$ cat config.mk
export PLATFORM = sky130hd
export DESIGN_NAME = uer_ctrl
export DESIGN_NICKNAME = d
export VERILOG_FILES = /design/src/hw/rtl/uer_pkg.sv /design/src/hw/rtl/uer_ctrl.sv
export SDC_FILE = /design/constraint.sdc
export NUM_CORES = 1
export LEC_CHECK = 0
export BUFFER_PORTS_ARGS = -buffer_cell sky130_fd_sc_hd__buf_4
export CORE_AREA = 2 2 39 41
export CTS_CLUSTER_DIAMETER = 100
export CTS_CLUSTER_SIZE = 16
export DETAILED_ROUTE_END_ITERATION = 10
export DIE_AREA = 0 0 41 43
export PLACE_DENSITY = 0.68
export REMOVE_ABC_BUFFERS = 1
export SYNTH_ARGS = -nofsm -noshare
export SYNTH_HDL_FRONTEND = slang
export SYNTH_SLANG_ARGS = --single-unit
$ cat constraint.sdc
create_clock -name clk_i -period 1.4 [get_ports clk_i]
set_clock_uncertainty 0.15 [all_clocks]
set_input_delay 0.14 -clock clk_i [delete_from_list [all_inputs] [get_ports clk_i]]
set_output_delay 0.14 -clock clk_i [all_outputs]
set_load 0.02 [all_outputs]
$ cat src/hw/rtl/uer_pkg.sv
// Package: shared types, codes and constants of the ultrasonic echo ranger.
`default_nettype none

package uer_pkg;

  localparam int unsigned WINDOW_LEN = 10;

  localparam int unsigned TIME_W    = 32;
  localparam int unsigned TEMP_W    = 15;
  localparam int unsigned TIMEOUT_W = 20;
  localparam int unsigned DIST_W    = 24;
  localparam int unsigned HEALTH_W  = 7;
  localparam int unsigned MODE_W    = 3;
  localparam int unsigned FUNC_W    = 2;
  localparam int unsigned CFG_IDX_W = 2;
  localparam int unsigned CFG_DAT_W = 24;

  localparam int unsigned SPEED_W = 26;
  localparam int unsigned PROD_W  = TIME_W + SPEED_W;
  localparam int unsigned REM_W   = 18;
  localparam int unsigned LIMIT_W = DIST_W + REM_W;

  localparam logic [SPEED_W-1:0]  SPEED_BASE      = SPEED_W'(33200000);
  localparam int                  SPEED_PER_CENTI = 607;
  localparam logic [REM_W-1:0]    HALF_SCALE      = REM_W'(200000);
  localparam logic [HEALTH_W-1:0] HEALTH_MAX      = HEALTH_W'(100);

  // floor(p / 200000) = ((p >> 6) * DIST_RECIP) >> 46 for every in-range product
  localparam int unsigned DIV_SHIFT   = 6;
  localparam int unsigned QIN_W       = LIMIT_W - DIV_SHIFT;
  localparam int unsigned PART_W      = QIN_W / 2;
  localparam int unsigned PPROD_W     = 2 * PART_W;
  localparam int unsigned ACC_W       = 2 * QIN_W;
  localparam int unsigned RECIP_SHIFT = 46;
  localparam logic [QIN_W-1:0]  DIST_RECIP    = QIN_W'(64'd22517998137);
  localparam logic [PART_W-1:0] DIST_RECIP_HI = DIST_RECIP[QIN_W-1:PART_W];
  localparam logic [PART_W-1:0] DIST_RECIP_LO = DIST_RECIP[PART_W-1:0];

  localparam int unsigned DIV_STEPS = 4;
  localparam int unsigned CNT_W     = (DIV_STEPS > 1) ? $clog2(DIV_STEPS) : 1;

  localparam int unsigned POS_W   = (WINDOW_LEN > 1) ? $clog2(WINDOW_LEN) : 1;
  localparam int unsigned SUM_W   = DIST_W + $clog2(WINDOW_LEN);
  localparam int unsigned RUN_W   = $clog2(WINDOW_LEN + 4);
  localparam int unsigned RECIP_K = SUM_W + $clog2(WINDOW_LEN);
  localparam logic [63:0] RECIP_FULL = ((64'd1 << RECIP_K) + 64'(WINDOW_LEN) - 64'd1)
                                       / 64'(WINDOW_LEN);
  localparam logic [SUM_W:0] RECIP = RECIP_FULL[SUM_W:0];

  typedef enum logic [FUNC_W-1:0] {
    FUNC_TICK = 2'd0,
    FUNC_RISE = 2'd1,
    FUNC_FALL = 2'd2
  } func_e;

  typedef enum logic [MODE_W-1:0] {
    MODE_IDLE      = 3'd0,
    MODE_STARTED   = 3'd1,
    MODE_ECHO_HIGH = 3'd2,
    MODE_ECHO_DONE = 3'd3,
    MODE_ERROR     = 3'd4,
    MODE_RESTART   = 3'd5
  } mode_e;

  typedef enum logic [CFG_IDX_W-1:0] {
    CFG_TIMEOUT    = 2'd0,
    CFG_MAX_RANGE  = 2'd1,
    CFG_HEALTH_THR = 2'd2
  } cfg_idx_e;

  typedef enum logic [3:0] {
    ST_IDLE,
    ST_EXEC,
    ST_SPEED,
    ST_MUL,
    ST_CHECK,
    ST_DIV,
    ST_UPDATE,
    ST_AVG,
    ST_FINISH
  } ctl_state_e;

  typedef struct packed {
    logic             load;
    logic             exec;
    logic             speed;
    logic             mul;
    logic             reject;
    logic             div_init;
    logic             div_step;
    logic [CNT_W-1:0] div_idx;
    logic             commit;
    logic             avg;
    logic             emit;
  } ctl_cmd_t;

  typedef struct packed {
    logic measure;
    logic out_of_range;
    logic out_free;
  } ctl_sts_t;

endpackage

`default_nettype wire

$ cat src/hw/rtl/uer_ctrl.sv
// Controller: state machine that sequences one transaction through the datapath.
`default_nettype none

module uer_ctrl (
  input  logic              clk_i,
  input  logic              rst_ni,
  input  logic              in_valid_i,
  output logic              in_stall_o,
  input  uer_pkg::ctl_sts_t sts_i,
  output uer_pkg::ctl_cmd_t cmd_o
);

  uer_pkg::ctl_state_e           state_q, state_d;
  logic [uer_pkg::CNT_W-1:0]     cnt_q, cnt_d;

  always_ff @(posedge clk_i or negedge rst_ni) begin
    if (!rst_ni) begin
      state_q <= uer_pkg::ST_IDLE;
      cnt_q   <= '0;
    end else begin
      state_q <= state_d;
      cnt_q   <= cnt_d;
    end
  end

  assign in_stall_o = (state_q != uer_pkg::ST_IDLE);

  always_comb begin
    state_d = state_q;
    cnt_d   = cnt_q;
    cmd_o   = '0;
    unique case (state_q)
      uer_pkg::ST_IDLE: begin
        if (in_valid_i) begin
          cmd_o.load = 1'b1;
          state_d    = uer_pkg::ST_EXEC;
        end
      end
      uer_pkg::ST_EXEC: begin
        cmd_o.exec = 1'b1;
        state_d    = sts_i.measure ? uer_pkg::ST_SPEED : uer_pkg::ST_FINISH;
      end
      uer_pkg::ST_SPEED: begin
        cmd_o.speed = 1'b1;
        state_d     = uer_pkg::ST_MUL;
      end
      uer_pkg::ST_MUL: begin
        cmd_o.mul = 1'b1;
        state_d   = uer_pkg::ST_CHECK;
      end
      uer_pkg::ST_CHECK: begin
        if (sts_i.out_of_range) begin
          cmd_o.reject = 1'b1;
          state_d      = uer_pkg::ST_FINISH;
        end else begin
          cmd_o.div_init = 1'b1;
          cnt_d          = '0;
          state_d        = uer_pkg::ST_DIV;
        end
      end
      uer_pkg::ST_DIV: begin
        cmd_o.div_step = 1'b1;
        cmd_o.div_idx  = cnt_q;
        cnt_d          = cnt_q + 1'b1;
        if (cnt_q == uer_pkg::CNT_W'(uer_pkg::DIV_STEPS - 1)) begin
          state_d = uer_pkg::ST_UPDATE;
        end
      end
      uer_pkg::ST_UPDATE: begin
        cmd_o.commit = 1'b1;
        state_d      = uer_pkg::ST_AVG;
      end
      uer_pkg::ST_AVG: begin
        cmd_o.avg = 1'b1;
        state_d   = uer_pkg::ST_FINISH;
      end
      uer_pkg::ST_FINISH: begin
        if (sts_i.out_free) begin
          cmd_o.emit = 1'b1;
          state_d    = uer_pkg::ST_IDLE;
        end
      end
      default: begin
        state_d = uer_pkg::ST_IDLE;
      end
    endcase
  end

endmodule

`default_nettype wire

==> out/results.txt <==
status -> complete, but fails checks
violated checks -> setup timing
worst skew pair latency -> 0.24 ns
die area -> 0.001763 mm²
post-route ant nets -> 0
Synth Warn # -> 0
critical path data required time -> 1.11 ns
Final Critical Period -> 1.557 ns
Initial DRC Count -> 12
number of synthesized flops with an enable pin -> 0
post-synthesis mux area share -> 6.545%
xor and xnor fraction of the mapped netlist area -> 0%
final net count -> 94
clock root buffer -> clkbuf_4
crit end category -> primary output
PD cells -> 2190 mW/mm²
sequential-to-total area share from yosys stat -> 31.41%
mapped cell area -> 478.0 µm²
Site Rows -> 14
post-synthesis adder-cell area fraction -> 2.618%
GRT Overall Usage -> 17.32%
Reg clk slew, reported paths -> 0.05 ns
gr ovfl total -> 0
Die W -> 41 µm
Via Count -> 514
CP max FO -> 6
Synth Instances -> 51
TritonRoute pass-1 iters -> 4
DR vias/cell -> 5.089
total wire length -> 1.436 mm
CP Launch Type -> flip-flop
Final setup viols -> 15
fillcell total -> 119
arrival time worst endpoint -> 1.27 ns
drt drc -> 0
Final Util -> 62.12%
simple logic cell fraction of the synthesized area -> 39.79%
detailed-placement wirelength estimate -> 894 µm
RePlAce Congestion -> 0.7977
input/output buffers -> 18
Diodes inserted -> 0
pin count of the biggest net entering global routing -> 9
maximum clock rate -> 0.6424 GHz
Leakage Power -> 0.4101 nW
# H-tree levels -> 1
setup ws final -> -0.1567 ns
Worst Tran Pin Value -> 0.2265 ns
boundary pin count -> 19
fraction of layout cells with a size suffix above 1 -> 70.59%
CTS tree -> built
Area growth syn-to-layout -> 79.84%
initial antenna violation count -> 0
Num Clock Sinks -> 6
Max VDD drop -> 0.0009370 V
Top FF cell, synth -> dfrtp_1
synthesized flop and latch total -> 6
fin crit share -> 111.2%
first-pass GRT wire length -> 1.987 mm
Avg Synthesized Cell Area -> 9.372 µm²
Setup CP Type -> reg -> out
maxcap violations -> 0
final hold slack -> 0.07587 ns
total power -> 0.001883 W
Num CTS Buffers -> 3
vias in the first global route -> 460
post-synth top area share -> 31.41%
wire length per cell -> 14.22 µm
hold crit path type -> in -> reg
Yosys top cell by area -> dfrtp_1
Slew Limit Fails -> 0
largest buffer count on any clock path -> 2
Slew Limit Headroom -> 84.77%
largest family of logic cells by synthesized area -> simple AND/OR/NAND/NOR gates
synth top area cells -> dfrtp_1, nand2b_4, buf_6
Initial Utilization -> 34.54%
Core Area -> 0.001384 mm²
final hold vios -> 0
synth unique cells -> 30
RSZ-0062 raised after global routing -> yes
setup_tns -> -1.502 ns
die height -> 43 µm
ys async rst share -> 100.0%
Compound-Gate Fraction of Synth Area -> 12.04%
-- registers in the layout (all words and copies together) (netlist names) --
register  count
state_q       4
cnt_q         2
-- Yosys cell counts, types with 2 or more instances --
master,count
nor2_1,6
buf_2,2
dfrtp_1,6
mux2i_1,2
buf_6,2
nor3_1,3
nand2_1,2
and2_1,2
a21oi_1,2
a22o_1,2
nand2b_4,2
nand2b_1,2
-- report_power, final --
| part | switching (W) | internal (W) | total, W |
|---|---|---|---|
| Sequential | 0.000150 | 0.000259 | 0.000409 |
| Clock | 0.0000646 | 0.0000971 | 0.000162 |
| Combinational | 0.000600 | 0.000712 | 0.00131 |
| Total | 0.000815 | 0.00107 | 0.00188 |
-- critical path, cell delays in order (launching register included) --
cell,delay (ns)
dfrtp_2,0.46
nand2b_4,0.19
nor2_4,0.12
and2_4,0.15
buf_6,0.10
-- what timing repair did --
action	in CTS	in global routing
hold buffers	1	0
hold endpoints to repair	6	0
resized for setup	16	14
setup endpoints to repair	14	15
buffers inserted	9	1
pin swaps	5	6
-- layout make-up --
type                            instances  area, µm²  share of cell area [%]
Timing Repair Buffer                   35      306.5                   35.66
Tap cell                               16      20.02                   2.329
Inverter                                1      3.754                  0.4367
Clock buffer                            3      22.52                   2.620
Sequential cell                         6      155.1                   18.05
Multi-Input combinational cell         40      351.6                   40.90
-- per-layer routing --
| layer | part of all wire [%] | vias to the layer above | wire [µm] | track usage, % |
|---|---|---|---|---|
| li1 | - | 249 | - | - |
| met2 | 49 | 18 | 706 | 26.25 |
| met1 | 45 | 245 | 648 | 20.78 |
| met3 | 4.7 | 2 | 68 | 6.283 |
| met5 | 0 | - | 0 | 0 |
| met4 | 0.97 | 0 | 14 | 8.000 |
-- cells in the final DEF (no fill, tap or decap), types with 2 or more instances in the layout --
cell	Yosys	routed
dfrtp_2	0	4
clkbuf_4	0	3
buf_4	0	23
a21oi_1	2	2
nand2_2	0	2
and2_4	0	2
nand2b_4	2	3
nor2_1	6	3
buf_6	2	11
mux2i_1	2	2
dfrtp_1	6	2
nor2_4	1	4
a22o_1	2	2
nor3_2	1	3
-- cell families (layout without fill, tap and decap cells) --
logic type	count (synthesis)	count (layout)
AO/OA/AOI/OAI	8	8
multiplexers	3	3
flip-flops	6	6
buffers and inverters	5	39
AND/OR/NAND/NOR	28	28
adder cells (fa/ha/maj)	1	1
-- through the flow --
step                      cell area (µm²)  worst slack [ns]  std cells
after floorplan                     445.4           -0.2120         47
after global placement              645.6          -0.03287         87
after detailed placement            645.6          -0.01643         87
after CTS                           797.0           -0.1543        100
after global routing                859.6           -0.2090        101
final                               859.6           -0.1567        101
-- final timing paths --
path / start / to / slack [ns] / cells after the start
setup / recovery: state_q[1] / cmd_o[4] / -0.16 / 4
setup reg to reg: state_q[2] / state_q[3] / -0.07 / 4
hold reg to reg: cnt_q[1] / cnt_q[1] / 0.40 / 1
min in group asynchronous: rst_ni / state_q[1] / 0.09 / 2
hold / removal: sts_i[2] / state_q[3] / 0.08 / 3
max in group asynchronous: rst_ni / state_q[2] / 0.88 / 2
Power figures use the tool's default switching activity.
